## src/rtl/core/wea_pkg.sv

```systemverilog
`timescale 1ns / 1ps
`default_nettype none
// ----------------------------------------------------------------------------
// Weekly event alarm table package
// Shared types, codes and the day-code match rule.
// ----------------------------------------------------------------------------
package wea_pkg;

  localparam int MAX_SLOTS_DEF = 16;
  localparam int MAX_LIGHT     = 255;
  localparam int DAY_MINUTES   = 1440;

  localparam logic [1:0] OP_CREATE = 2'd0;
  localparam logic [1:0] OP_REMOVE = 2'd1;
  localparam logic [1:0] OP_TICK   = 2'd2;

  localparam logic [2:0] ST_OK        = 3'd0;
  localparam logic [2:0] ST_BAD_ID    = 3'd1;
  localparam logic [2:0] ST_BAD_TIME  = 3'd2;
  localparam logic [2:0] ST_FULL      = 3'd3;
  localparam logic [2:0] ST_EMPTY     = 3'd4;
  localparam logic [2:0] ST_NOT_FOUND = 3'd5;

  localparam logic [3:0] DAY_SUN     = 4'd0;
  localparam logic [3:0] DAY_MON     = 4'd1;
  localparam logic [3:0] DAY_FRI     = 4'd5;
  localparam logic [3:0] DAY_SAT     = 4'd6;
  localparam logic [3:0] DAY_EVERY   = 4'd7;
  localparam logic [3:0] DAY_WEEKDAY = 4'd8;
  localparam logic [3:0] DAY_WEEKEND = 4'd9;

  typedef struct packed {
    logic [1:0]  opcode;
    logic [8:0]  light_id;
    logic [3:0]  day_code;
    logic [10:0] minute_of_day;
    logic        turn_on;
  } in_item_t;

  typedef struct packed {
    logic [2:0] status;
    logic       command_valid;
    logic [7:0] command_light;
    logic       command_on;
    logic       last;
  } out_item_t;

  typedef struct packed {
    logic        used;
    logic [7:0]  light;
    logic [3:0]  day;
    logic [10:0] minute;
    logic        on;
  } entry_t;

  function automatic logic day_match(input logic [3:0] ev, input logic [3:0] cur);
    day_match = (ev == DAY_EVERY) || (ev == cur) ||
                ((ev == DAY_WEEKEND) && ((cur == DAY_SAT) || (cur == DAY_SUN))) ||
                ((ev == DAY_WEEKDAY) && (cur >= DAY_MON) && (cur <= DAY_FRI));
  endfunction

endpackage
`default_nettype wire

```

## src/rtl/core/wea_cell.sv

```systemverilog
`timescale 1ns / 1ps
`default_nettype none
// ----------------------------------------------------------------------------
// Table cell
// Holds one event entry and passes it on to its neighbour while shifting.
// ----------------------------------------------------------------------------
module wea_cell (
  input  wire logic             clk,
  input  wire logic             rst_n,
  input  wire logic             shift_en,
  input  wire wea_pkg::entry_t  d,
  output wea_pkg::entry_t       q
);

  logic            used_r;
  wea_pkg::entry_t entry_r;

  always_ff @(posedge clk) begin
    if (!rst_n) begin
      used_r <= 1'b0;
    end else if (shift_en) begin
      used_r <= d.used;
    end
  end

  always_ff @(posedge clk) begin
    if (shift_en) begin
      entry_r <= d;
    end
  end

  always_comb begin
    q      = entry_r;
    q.used = used_r;
  end

endmodule
`default_nettype wire

```

## src/rtl/core/wea_ctrl.sv

```systemverilog
`timescale 1ns / 1ps
`default_nettype none
// ----------------------------------------------------------------------------
// Table controller
// Runs one rotation of the cell chain for each transaction not answered
// at once, editing the entry at the head and issuing results.
// ----------------------------------------------------------------------------
module wea_ctrl #(
  parameter int MAX_SLOTS = wea_pkg::MAX_SLOTS_DEF
) (
  input  wire logic               clk,
  input  wire logic               rst_n,
  input  wire logic               start,
  input  wire wea_pkg::in_item_t  in_item,
  output logic                    busy,
  output logic                    shift_en,
  input  wire wea_pkg::entry_t    head,
  output wea_pkg::entry_t         tail,
  output logic                    out_valid,
  output wea_pkg::out_item_t      out_item
);

  localparam int CW = (MAX_SLOTS > 1) ? $clog2(MAX_SLOTS) : 1;
  localparam int UW = $clog2(MAX_SLOTS + 1);

  localparam logic [1:0] S_IDLE = 2'd0;
  localparam logic [1:0] S_SCAN = 2'd1;
  localparam logic [1:0] S_DONE = 2'd2;

  logic [1:0]          state_r, state_nxt;
  logic [CW-1:0]       cnt_r, cnt_nxt;
  logic                found_r, found_nxt;
  logic                pend_r, pend_nxt;
  logic [7:0]          pend_light_r, pend_light_nxt;
  logic                pend_on_r, pend_on_nxt;
  logic [UW-1:0]       used_cnt_r, used_cnt_nxt;
  wea_pkg::in_item_t   op_r, op_nxt;
  logic                out_valid_r, out_valid_nxt;
  wea_pkg::out_item_t  out_item_r, out_item_nxt;

  always_comb begin
    state_nxt      = state_r;
    cnt_nxt        = cnt_r;
    found_nxt      = found_r;
    pend_nxt       = pend_r;
    pend_light_nxt = pend_light_r;
    pend_on_nxt    = pend_on_r;
    used_cnt_nxt   = used_cnt_r;
    op_nxt         = op_r;
    out_valid_nxt  = 1'b0;
    out_item_nxt   = '0;
    tail           = head;
    shift_en       = (state_r == S_SCAN);

    unique case (state_r)
      S_IDLE: begin
        if (start) begin
          op_nxt            = in_item;
          out_valid_nxt     = 1'b1;
          out_item_nxt.last = 1'b1;
          priority if ((in_item.opcode == wea_pkg::OP_CREATE) &&
                       (in_item.light_id > 9'(wea_pkg::MAX_LIGHT))) begin
            out_item_nxt.status = wea_pkg::ST_BAD_ID;
          end else if ((in_item.opcode == wea_pkg::OP_CREATE) &&
                       (in_item.minute_of_day >= 11'(wea_pkg::DAY_MINUTES))) begin
            out_item_nxt.status = wea_pkg::ST_BAD_TIME;
          end else if ((in_item.opcode == wea_pkg::OP_REMOVE) &&
                       (used_cnt_r == '0)) begin
            out_item_nxt.status = wea_pkg::ST_EMPTY;
          end else if ((in_item.opcode == wea_pkg::OP_CREATE) ||
                       (in_item.opcode == wea_pkg::OP_REMOVE) ||
                       (in_item.opcode == wea_pkg::OP_TICK)) begin
            out_valid_nxt = 1'b0;
            state_nxt     = S_SCAN;
            cnt_nxt       = '0;
            found_nxt     = 1'b0;
            pend_nxt      = 1'b0;
          end else begin
            // spare opcode: plain closing result
          end
        end
      end
      S_SCAN: begin
        cnt_nxt = cnt_r + 1'b1;
        if (cnt_r == CW'(MAX_SLOTS - 1)) begin
          state_nxt = S_DONE;
        end
        unique case (op_r.opcode)
          wea_pkg::OP_CREATE: begin
            if (!found_r && !head.used) begin
              tail.used    = 1'b1;
              tail.light   = op_r.light_id[7:0];
              tail.day     = op_r.day_code;
              tail.minute  = op_r.minute_of_day;
              tail.on      = op_r.turn_on;
              found_nxt    = 1'b1;
              used_cnt_nxt = used_cnt_r + 1'b1;
            end
          end
          wea_pkg::OP_REMOVE: begin
            if (!found_r && head.used && ({1'b0, head.light} == op_r.light_id) &&
                (head.day == op_r.day_code) && (head.minute == op_r.minute_of_day)) begin
              tail.used    = 1'b0;
              found_nxt    = 1'b1;
              used_cnt_nxt = used_cnt_r - 1'b1;
            end
          end
          wea_pkg::OP_TICK: begin
            if (head.used && (head.minute == op_r.minute_of_day) &&
                wea_pkg::day_match(head.day, op_r.day_code)) begin
              if (pend_r) begin
                out_valid_nxt              = 1'b1;
                out_item_nxt.status        = wea_pkg::ST_OK;
                out_item_nxt.command_valid = 1'b1;
                out_item_nxt.command_light = pend_light_r;
                out_item_nxt.command_on    = pend_on_r;
              end
              pend_nxt       = 1'b1;
              pend_light_nxt = head.light;
              pend_on_nxt    = head.on;
            end
          end
          default: ;
        endcase
      end
      S_DONE: begin
        state_nxt         = S_IDLE;
        out_valid_nxt     = 1'b1;
        out_item_nxt.last = 1'b1;
        unique case (op_r.opcode)
          wea_pkg::OP_CREATE:
            out_item_nxt.status = found_r ? wea_pkg::ST_OK : wea_pkg::ST_FULL;
          wea_pkg::OP_REMOVE:
            out_item_nxt.status = found_r ? wea_pkg::ST_OK : wea_pkg::ST_NOT_FOUND;
          default: begin
            out_item_nxt.status = wea_pkg::ST_OK;
            if (pend_r) begin
              out_item_nxt.command_valid = 1'b1;
              out_item_nxt.command_light = pend_light_r;
              out_item_nxt.command_on    = pend_on_r;
            end
          end
        endcase
      end
      default: begin
        state_nxt = S_IDLE;
      end
    endcase
  end

  always_ff @(posedge clk) begin
    if (!rst_n) begin
      state_r     <= S_IDLE;
      used_cnt_r  <= '0;
      out_valid_r <= 1'b0;
    end else begin
      state_r     <= state_nxt;
      used_cnt_r  <= used_cnt_nxt;
      out_valid_r <= out_valid_nxt;
    end
  end

  always_ff @(posedge clk) begin
    cnt_r        <= cnt_nxt;
    found_r      <= found_nxt;
    pend_r       <= pend_nxt;
    pend_light_r <= pend_light_nxt;
    pend_on_r    <= pend_on_nxt;
    op_r         <= op_nxt;
    out_item_r   <= out_item_nxt;
  end

  assign busy      = (state_r != S_IDLE);
  assign out_valid = out_valid_r;
  assign out_item  = out_item_r;

endmodule
`default_nettype wire

```

## src/rtl/core/weekly_event_alarm_table.sv

```systemverilog
`timescale 1ns / 1ps
`default_nettype none
// ----------------------------------------------------------------------------
// Weekly event alarm table
// Scheduled on/off events per light id: create, remove and minute tick.
// ----------------------------------------------------------------------------
// A transaction is taken when start is high and busy is low; in_item carries
// the opcode and its operands. Results appear on out_item for one cycle each,
// marked by out_valid; out_item.last flags the final result of a transaction.
// The receiver cannot stall, so every result is taken in the cycle it shows.
// Rejected creates, removes on an empty table and the spare opcode answer in
// the next cycle with busy staying low. Other transactions rotate the chain
// of MAX_SLOTS cells once, one entry past the head per cycle, then pass
// through a closing state that issues the final result; busy stays high
// through the rotation and the closing state. A tick issues one command
// result per matching entry, each held back until the next match passes
// the head; the last match rides on the closing result.
// Reset empties the table at once; no clearing pass is needed.
// ----------------------------------------------------------------------------
module weekly_event_alarm_table #(
  parameter int MAX_SLOTS = wea_pkg::MAX_SLOTS_DEF
) (
  input  wire logic               clk,
  input  wire logic               rst_n,
  input  wire logic               start,
  output logic                    busy,
  input  wire wea_pkg::in_item_t  in_item,
  output logic                    out_valid,
  output wea_pkg::out_item_t      out_item
);

  logic            shift_en;
  wea_pkg::entry_t head;
  wea_pkg::entry_t tail;
  wea_pkg::entry_t cell_q [MAX_SLOTS];

  assign head = cell_q[0];

  for (genvar i = 0; i < MAX_SLOTS; i++) begin : g_cell
    wea_pkg::entry_t cell_d;
    if (i == MAX_SLOTS - 1) begin : g_tail
      assign cell_d = tail;
    end else begin : g_link
      assign cell_d = cell_q[i+1];
    end
    wea_cell u_cell (
      .clk      (clk),
      .rst_n    (rst_n),
      .shift_en (shift_en),
      .d        (cell_d),
      .q        (cell_q[i])
    );
  end

  wea_ctrl #(
    .MAX_SLOTS (MAX_SLOTS)
  ) u_ctrl (
    .clk       (clk),
    .rst_n     (rst_n),
    .start     (start),
    .in_item   (in_item),
    .busy      (busy),
    .shift_en  (shift_en),
    .head      (head),
    .tail      (tail),
    .out_valid (out_valid),
    .out_item  (out_item)
  );

endmodule
`default_nettype wire

```

## config.mk

```make
export PLATFORM = sky130hd
export DESIGN_NAME = weekly_event_alarm_table
export DESIGN_NICKNAME = d
export VERILOG_FILES = /design/src/rtl/core/wea_pkg.sv /design/src/rtl/core/wea_cell.sv /design/src/rtl/core/wea_ctrl.sv /design/src/rtl/core/weekly_event_alarm_table.sv
export SDC_FILE = /design/constraint.sdc
export NUM_CORES = 1
export LEC_CHECK = 0
export BUFFER_PORTS_ARGS = -buffer_cell sky130_fd_sc_hd__buf_2
export CORE_MARGIN = 8
export CORE_UTILIZATION = 60
export DETAILED_ROUTE_END_ITERATION = 16
export HOLD_SLACK_MARGIN = 0.03
export PLACE_DENSITY = 0.78
export REMOVE_ABC_BUFFERS = 1
export SLEW_MARGIN = 30
export SYNTH_ARGS = -nofsm -noshare
export SYNTH_HDL_FRONTEND = slang
export SYNTH_SLANG_ARGS = --single-unit
```

## constraint.sdc

```tcl
create_clock -name clk -period 13.35 [get_ports clk]
set_clock_uncertainty 0.05 [all_clocks]
set_input_delay 0.6675 -clock clk [delete_from_list [all_inputs] [get_ports clk]]
set_output_delay 0.6675 -clock clk [all_outputs]
set_load 0.005 [all_outputs]
```

-- Word-level counts from Yosys, hierarchy flattened
Index checks and enable logic that the tools add are counted.
- bits in registers: 464
- latch bits: 0
- RAM bits: 0
- ROM bits: 0
- input bits: 30
- output and inout port bits: 16
- logic and storage cells: 226
- memories kept: 0
- add/subtract/negate cells: 3
- $mul: 0
- div/mod/pow operators: 0
- magnitude comparators: 4
- equal/unequal tests: 27
- shifts and indexed selects: 0
- mux-type cells: 57
- bitwise logic cells: 0
- reduce and logical (&&, ||, !) cells: 37
- operator list (cell ; count):
    $mux 10 ; 4
    $mux 25 ; 1
    $mux 24 ; 1
    $mux 4 ; 5
    $pmux 10 s2 ; 1
    $mux 1 ; 19
    $mux 3 ; 5
    $mux 2 ; 7
    $logic_and 1x1->1 ; 13
    $mux 13 ; 1
    $eq 4x4->1 const B ; 3
    $ne 2x1->1 const B ; 6
    $reduce_and 6->1 ; 2
    $eq 11x11->1 ; 1
    $ge 11x11->1 const B ; 1
    $mux 5 ; 2
    $pmux 1 s2 ; 5
    $pmux 5 s2 ; 1
    $eq 8x9->1 ; 1
    $gt 9x8->1 const B ; 1
    $pmux 3 s3 ; 1
    $reduce_and 9->1 ; 1
    $eq 4x3->1 const B ; 2
    $ne 2x2->1 const B ; 4
    other kinds (25) ; 40

-- Depth between registers and ports, before layout
Gate-level depths: netlist (run 1).
- word-level depth: 9
- depth in mapped cells: 8
- mapped depth without buffers: 8

-- Modules after synthesis
Synthesis (run 1) repeated with hierarchy kept, for this count alone.
- cell total of the unflattened synthesis: 679
- area, all modules: 15233.4 µm²
- modules (own cells, without submodules) (module ; times used ; cells each ; area an instance (µm²) ; seq. area each (µm²)):
    wea_cell ; 16 ; 28 ; 764.5 ; 740.7
    wea_ctrl ; 1 ; 231 ; 3001.6 ; 1701.6

-- Least setup slack after synthesis (run 1)
Ideal clock, no wire load.
- kind: reg-to-reg
- start: register u_ctrl.state_r[0]
- end: register u_ctrl.out_item_r, in the netlist u_ctrl.out_item[1]
- library setup time: 59 ps
- data arrival time: 11393 ps
- required time: 13241 ps
- path slack: 1848 ps
- stages on the path, launching flop included: 6
- buffers on the path: 0
- clock period less this slack: 11502 ps
- path through: dfxtp_1 > ha_1 > nand2_1 > a311oi_4 > o211a_4 > and2_1
- RTL lines (item ; RTL line ; text):
    start, declared ; wea_ctrl.sv:30 ; logic [1:0] state_r, state_nxt;
    start signal, assigned ; wea_ctrl.sv:157 ; state_r <= state_nxt;
    end signal, assigned ; wea_ctrl.sv:170 ; out_item_r <= out_item_nxt;
    end, declared ; wea_ctrl.sv:39 ; wea_pkg::out_item_t out_item_r, out_item_nxt;

==> metrics.txt, run 1 <==
CTS Buffer Depth 3; core area 0.0250 mm²; Num CTS Buffers 44; Die X 175 µm; final wirelength 22,300 µm; hold buffers post-CTS 0; WL/cell 19.8 µm; initial antenna violation count 0; PortBufs 45; Post-CTS Setup Bufs 0; Die Ht 175 µm; Layout area overhead 13.5%; clock tree from TritonCTS done; ys async rst share 0%; setup TNS 0 ns; Final min period 2.68 ns; CP Launch Type register; first-pass GRT wire length 35,300 µm; GRT overflow 0; NumNets Final approximately 800; syn_area_per_cell between 20 and 25 µm²; worst path arrival time 3.08 ns; post-cts gate resize count 0; R2R Setup Slk 10.67 ns; setup ws final 10.67 ns; final instance area 0.0172 mm²; dpl cell area roughly 0.016 mm²; Final ANT Viol Nets 0; # fillers 1,487; Tot GR Track Use 14.7%; # diodes 0; Peak VDD IR between 100 and 150 µV; global placement routability congestion about 0.84; period utilization 20.0%; met3 usage 2.87%; fmax 374 MHz; drt first pass iters 5; HP Class input port to register; Die Area 0.0306 mm²; met2 Use GR 22.5%; FF+latch count, synth 464; critical path required time 13.76 ns; synth warn 0; leakage power approximately 5.7 nW; Critical Path End Type register; 1st-iter DRT viols 521; Max Cap Viol 0; WHS approximately 0.26 ns; htree depth 2; Root Buffer clkbuf_16; I/O pin total 46; pwr dens around 180 mW/mm²; Top Usage Layer GRT met2; unrepaired setup endpoints after global routing no; vias in the first global route 6,293; post-DR vias/cell 5.44; GR met1 Demand/Resource 21.1%; Top FF cell, synth edfxtp_1; endpoints failing setup 0; DR vias 6,127; share of cells above drive strength 1 18.8%; Post-synth EDFFs 426; CP Max Fanout 11; largest net degree at the start of global routing 140; worst skew pair latency ~0.53 ns; # rows 58; Cell Area, Synth 0.0151 mm²; Initial Util 60.7%; CP Class register to register; clk sinks 464; DPL Wire Length 12,200 µm; Post-Place Worst Slack about 10 ns; status completed; Slew Limit Fails 0; sequential element share of the synthesized area 89.5%; Syn Inst Count 673; Max-slew headroom 49.3%; Final Hold Vio Count 0; clock-pin slew on the worst setup and hold paths 0.06 ns; Yosys cell types between 40 and 50; worst slew pin tran ~0.76 ns; drc violations 0
path summary, 6_finish.rpt:
kind	startpoint	endpoint	depth (start not counted)
worst max-delay path	g_cell[0].u_cell.q[10]$_DFFE_PP_	u_ctrl.out_item[1]$_DFF_P_	6
worst min-delay path	in_item[15]	u_ctrl.op_r[15]$_DFFE_PP_	1
worst max register to register	g_cell[0].u_cell.q[10]$_DFFE_PP_	u_ctrl.out_item[1]$_DFF_P_	6
worst min register to register	g_cell[13].u_cell.q[7]$_DFFE_PP_	g_cell[12].u_cell.q[7]$_DFFE_PP_	0
layout make-up:
cell class / instances / area [µm²] / share of cell area, %
flip-flops and latches: 464 / 13600 / 78.9
clock inverters: 19 / 92.6 / 0.539
multi-input cells: 190 / 1540 / 8.97
repair buffers: 51 / 310 / 1.81
clock buffers: 60 / 1230 / 7.17
inverters: 12 / 45.0 / 0.262
well taps: 330 / 413 / 2.40
per-stage QoR:
step | std cells | total power [mW] | utilization (%)
global route | 1126 | 3.12 | 68.9
floorplan | 666 | 1.91 | -
detailed placement | 1047 | 1.92 | 63.5
finish | 1126 | 3.02 | 68.9
CTS | 1126 | 3.06 | 68.8
global placement | 1046 | 1.90 | 63.4
state kept, by name, summed over array words and instances, names as in the netlist:
register / flops
u_ctrl.found_r: 1
u_ctrl.out_valid: 1
u_ctrl.out_item: 14
g_cell.u_cell.used_r: 16
u_ctrl.op_r: 27
u_ctrl.cnt_r: 4
u_ctrl.state_r: 2
u_ctrl.pend_light_r: 8
u_ctrl.pend_on_r: 1
g_cell.u_cell.q: 384
u_ctrl.pend_r: 1
u_ctrl.used_cnt_r: 5
kinds of logic after synthesis:
group           count (synthesis)  synth area share (%)
flops                         464                  89.5
simple gates                   79                  3.01
mux                            40                  2.84
compound gates                 32                  1.66
xor+xnor                       30                  1.73
buf+inv                        19                 0.496
fa+ha+maj                       9                 0.793
placed cells by master (no fill, tap or decap), types with 5 or more instances in the layout:
| master | count |
|---|---|
| edfxtp_1 | 426 |
| clkbuf_16 | 45 |
| buf_2 | 45 |
| dfxtp_1 | 38 |
| xnor2_1 | 28 |
| mux2_2 | 24 |
| nor2_1 | 19 |
| mux2i_1 | 16 |
| nand2_1 | 14 |
| and2_1 | 14 |
| clkinv_2 | 14 |
| inv_1 | 12 |
| clkbuf_1 | 10 |
| a21oi_1 | 8 |
| ha_1 | 7 |
| nand3_1 | 5 |
| clkbuf_8 | 5 |
report_power, final:
| part | switching [mW] | total (mW) | internal [mW] |
|---|---|---|---|
| Clock | 0.488 | 1.13 | 0.646 |
| Sequential | 0.0391 | 1.76 | 1.72 |
| Combinational | 0.0919 | 0.133 | 0.0406 |
| Total | 0.619 | 3.02 | 2.40 |
routing by layer:
layer	up-vias	routed length, µm
met5	-	0
met4	0	537
met3	45	1360
met2	200	10400
met1	3090	10000
li1	2792	-
critical path, cell delays in order, from the launching register on:
cell and delay, ns:
edfxtp_1 0.45, xnor2_1 0.20, nand4_1 0.21, or4_4 0.64, a311oi_4 0.60, o211a_4 0.30
and2_1 0.15
synth_stat cells, types with 2 or more instances:
| master | count | area (µm²) |
|---|---|---|
| mux2i_1 | 16 | 160 |
| buf_2 | 3 | 15.0 |
| ha_1 | 8 | 100 |
| mux2_2 | 24 | 270 |
| o21ai_1 | 2 | 10.0 |
| nor2b_1 | 2 | 12.5 |
| edfxtp_1 | 426 | 12800 |
| dfxtp_1 | 38 | 761 |
| nand4_1 | 4 | 25.0 |
| xor2_1 | 2 | 17.5 |
| a21oi_1 | 8 | 40.0 |
| buf_1 | 3 | 11.3 |
| or4_1 | 2 | 15.0 |
| a31oi_1 | 2 | 12.5 |
| inv_1 | 12 | 45.0 |
| xnor2_1 | 28 | 245 |
| nor2_1 | 19 | 71.3 |
| nand2b_1 | 4 | 25.0 |
| nand3_1 | 5 | 25.0 |
| nand2_1 | 14 | 52.6 |
| and2_1 | 14 | 87.6 |
| a21o_1 | 2 | 15.0 |
| o21ai_0 | 4 | 20.0 |
| a211oi_1 | 4 | 30.0 |
| nor3_1 | 3 | 15.0 |
Power figures use the tool's default switching activity.
==> run 2, diff against run 1 <==
Clock period 13.35 ns to 2.7 ns, I/O delays scaled along.
==> metrics.txt, run 2 (same netlist as run 1, synthesis figures left out) <==
status completed (unchanged); DPL Wire Length 12,400 µm (was 12,200 µm); most frequent cells in the layout edfxtp_1 (426), buf_2 (45), clkbuf_16 (43) (was edfxtp_1 (426), clkbuf_16 (45), buf_2 (45)); leakage power 5.86 nW (was 5.68 nW); Cell Int Power 12.3 mW (was 2.40 mW); initial antenna violation count 0 (unchanged); Slew Limit Fails 0 (unchanged); most common cell after layout, fill and taps aside edfxtp_1 (unchanged); clk sinks 464 (unchanged); WHS Endpoint g_cell[14].u_cell.used_r$_SDFFE_PN0P_ (was u_ctrl.op_r[15]$_DFFE_PP_); 1st-iter DRT viols 588 (was 521); Final Hold Vio Count 0 (unchanged); htree depth 2 (unchanged); Top Usage Layer GRT met2 (unchanged); Final ANT Viol Nets 0 (unchanged); hold path depth 3 (was 1); Final min period 2.51 ns (was 2.68 ns); CP Max Fanout 7 (was 11); DR vias 6,312 (was 6,127); PortBufs 45 (unchanged); hold buffers post-CTS 28 (was 0); max FFs per register 384 (unchanged); critical path required time 3.08 ns (was 13.76 ns); post-cts gate resize count 0 (unchanged); Peak VDD IR 526 µV (was 118 µV); Layout area overhead 16.3% (was 13.5%); critical path's slowest cell edfxtp_1 (was or4_4); global placement routability congestion 0.866 (was 0.837); final wirelength 23,000 µm (was 22,300 µm); GRT overflow 0 (unchanged); drc violations 0 (unchanged); pwr dens 878 mW/mm² (was 176 mW/mm²); Post-CTS Setup Bufs 0 (unchanged); Max-slew headroom 35.9% (was 49.3%); switching portion of total power 20.6% (was 20.5%); Tot GR Track Use 15.1% (was 14.7%); final instance area 0.0176 mm² (was 0.0172 mm²); Initial Util 60.7% (unchanged); WHS 0.216 ns (was 0.260 ns); Crit path largest cell delay 0.50 ns (was 0.64 ns); R2R Setup Slk 0.19 ns (was 10.67 ns); hold_sp rst_n (was in_item[15]); met2 Use GR 24.0% (was 22.5%); I/O pin total 46 (unchanged); HP Class input port to register (unchanged); unrepaired setup endpoints after global routing no (unchanged); Design Power 15.5 mW (was 3.02 mW); Die Area 0.0306 mm² (unchanged); CP cell instances nand2b_1 > inv_1 > ha_1 > a21o_1 > a21oi_1 > xnor2_1 > or3_1 > a21oi_1 (was xnor2_1 > nand4_1 > or4_4 > a311oi_4 > o211a_4 > and2_1); vias in the first global route 6,598 (was 6,293); worst skew pair latency 0.54 ns (was 0.53 ns); Net Sw Power 3.18 mW (was 619 µW); GR met1 Demand/Resource 20.1% (was 21.1%); Num CTS Buffers 43 (was 44); core area 0.0250 mm² (unchanged); clock tree from TritonCTS done (unchanged); CTS Buffer Depth 3 (unchanged); Critical Path End Type register (unchanged); endpoints failing setup 0 (unchanged); drt first pass iters 5 (unchanged); dpl cell area 0.0159 mm² (about the same); clock-pin slew on the worst setup and hold paths 0.06 ns (about the same); Root Buffer clkbuf_16 (unchanged); setup ws final 0.192 ns (was 10.67 ns); first-pass GRT wire length 35,800 µm (was 35,300 µm); NumNets Final 830 (was 802); Gate power share 4.6% (was 4.4%); sequential share of power 56.0% (was 58.1%); r2r worst-path depth 8 (was 6); period utilization 92.9% (was 20.0%); clock power share 39.3% (was 37.5%); Die X 175 µm (unchanged); worst slew pin tran 0.962 ns (was 0.761 ns); post-DR vias/cell 5.46 (was 5.44); fmax 399 MHz (was 374 MHz); Top cell by count, worst path a21oi_1; share of cells above drive strength 1 18.9% (was 18.8%); CP Class register to register (unchanged); # diodes 0 (unchanged); largest net degree at the start of global routing 189 (was 140); CP Launch Type register (unchanged); worst r2r dst u_ctrl.used_cnt_r[4]$_SDFFE_PN0P_ (was u_ctrl.out_item[1]$_DFF_P_); met3 usage 3.35% (was 2.87%); Post-Place Worst Slack 0.283 ns (was 10.49 ns); Max Cap Viol 0 (unchanged); WL/cell 19.9 µm (was 19.8 µm); worst path arrival time 2.89 ns (was 3.08 ns); Die Ht 175 µm (unchanged); Reg2Reg Launch Point u_ctrl.op_r[26]$_DFFE_PP_ (was g_cell[0].u_cell.q[10]$_DFFE_PP_); # rows 58 (unchanged)
[run 2: cell types whose count changed in the layout (fill, tap and decap cells not counted), sizes merged]
cell / previous run / this run
buf: 51 / 52
bufinv: 0 / 5
clkbuf: 60 / 53
clkinv: 18 / 16
dlygate4sd3: 0 / 28
inv: 12 / 17
[run 2: worst max-delay path by stage]
stage / cells past startpoint / to / startpoint
6_report: 8 / u_ctrl.used_cnt_r[4]$_SDFFE_PN0P_ / u_ctrl.op_r[26]$_DFFE_PP_
2_1_floorplan: 5 / u_ctrl.out_item[1]$_DFF_P_ / u_ctrl.state_r[0]$_SDFFE_PN0P_
3_5_place_dp: 8 / u_ctrl.used_cnt_r[4]$_SDFFE_PN0P_ / u_ctrl.op_r[26]$_DFFE_PP_
5_1_grt: 8 / u_ctrl.used_cnt_r[4]$_SDFFE_PN0P_ / u_ctrl.op_r[26]$_DFFE_PP_
4_1_cts: 8 / u_ctrl.used_cnt_r[4]$_SDFFE_PN0P_ / u_ctrl.op_r[26]$_DFFE_PP_
3_3_place_gp: 7 / u_ctrl.out_item[6]$_DFF_P_ / u_ctrl.op_r[2]$_DFFE_PP_
[run 2: power groups by stage]
stage,Sequential [mW],Combinational (mW),Clock [mW]
final,8.67,0.716,6.08
after floorplan,8.97,0.469,0
after detailed placement,8.80,0.686,0
after global placement,8.78,0.644,0
after CTS,8.68,0.720,6.20
after global routing,8.71,0.773,6.47
[run 2: routing by layer]
layer  wire, µm  vias up
met5          0        -
met4        717        0
met3       1290       53
met2      10900      195
met1      10200     3200
li1           -     2864
[run 2: cell type report]
cell class              instances  area [µm²]
fillers                      1443        7350
clock buffers                  53        1160
flip-flops and latches        464       13600
repair buffers                 80         621
clock inverters                27         275
well taps                     330         413
inverters                      12        45.0
multi-input cells             190        1540
[run 2: critical path, delay by kind of cell, from the launching register on]
kind,cells,cell delay [ns]
flops,1,0.50
fa+ha+maj,1,0.37
simple gates,2,0.65
xor+xnor,1,0.12
compound gates,3,0.57
buf+inv,1,0.14
[run 2: through the flow]
step	cells	utilization (%)	setup TNS, ns
final	1156	70.5	0
after global routing	1156	70.5	0
after CTS	1156	70.5	0
after detailed placement	1048	63.7	0
after global placement	1048	63.7	0
after floorplan	666	-	-3590.43
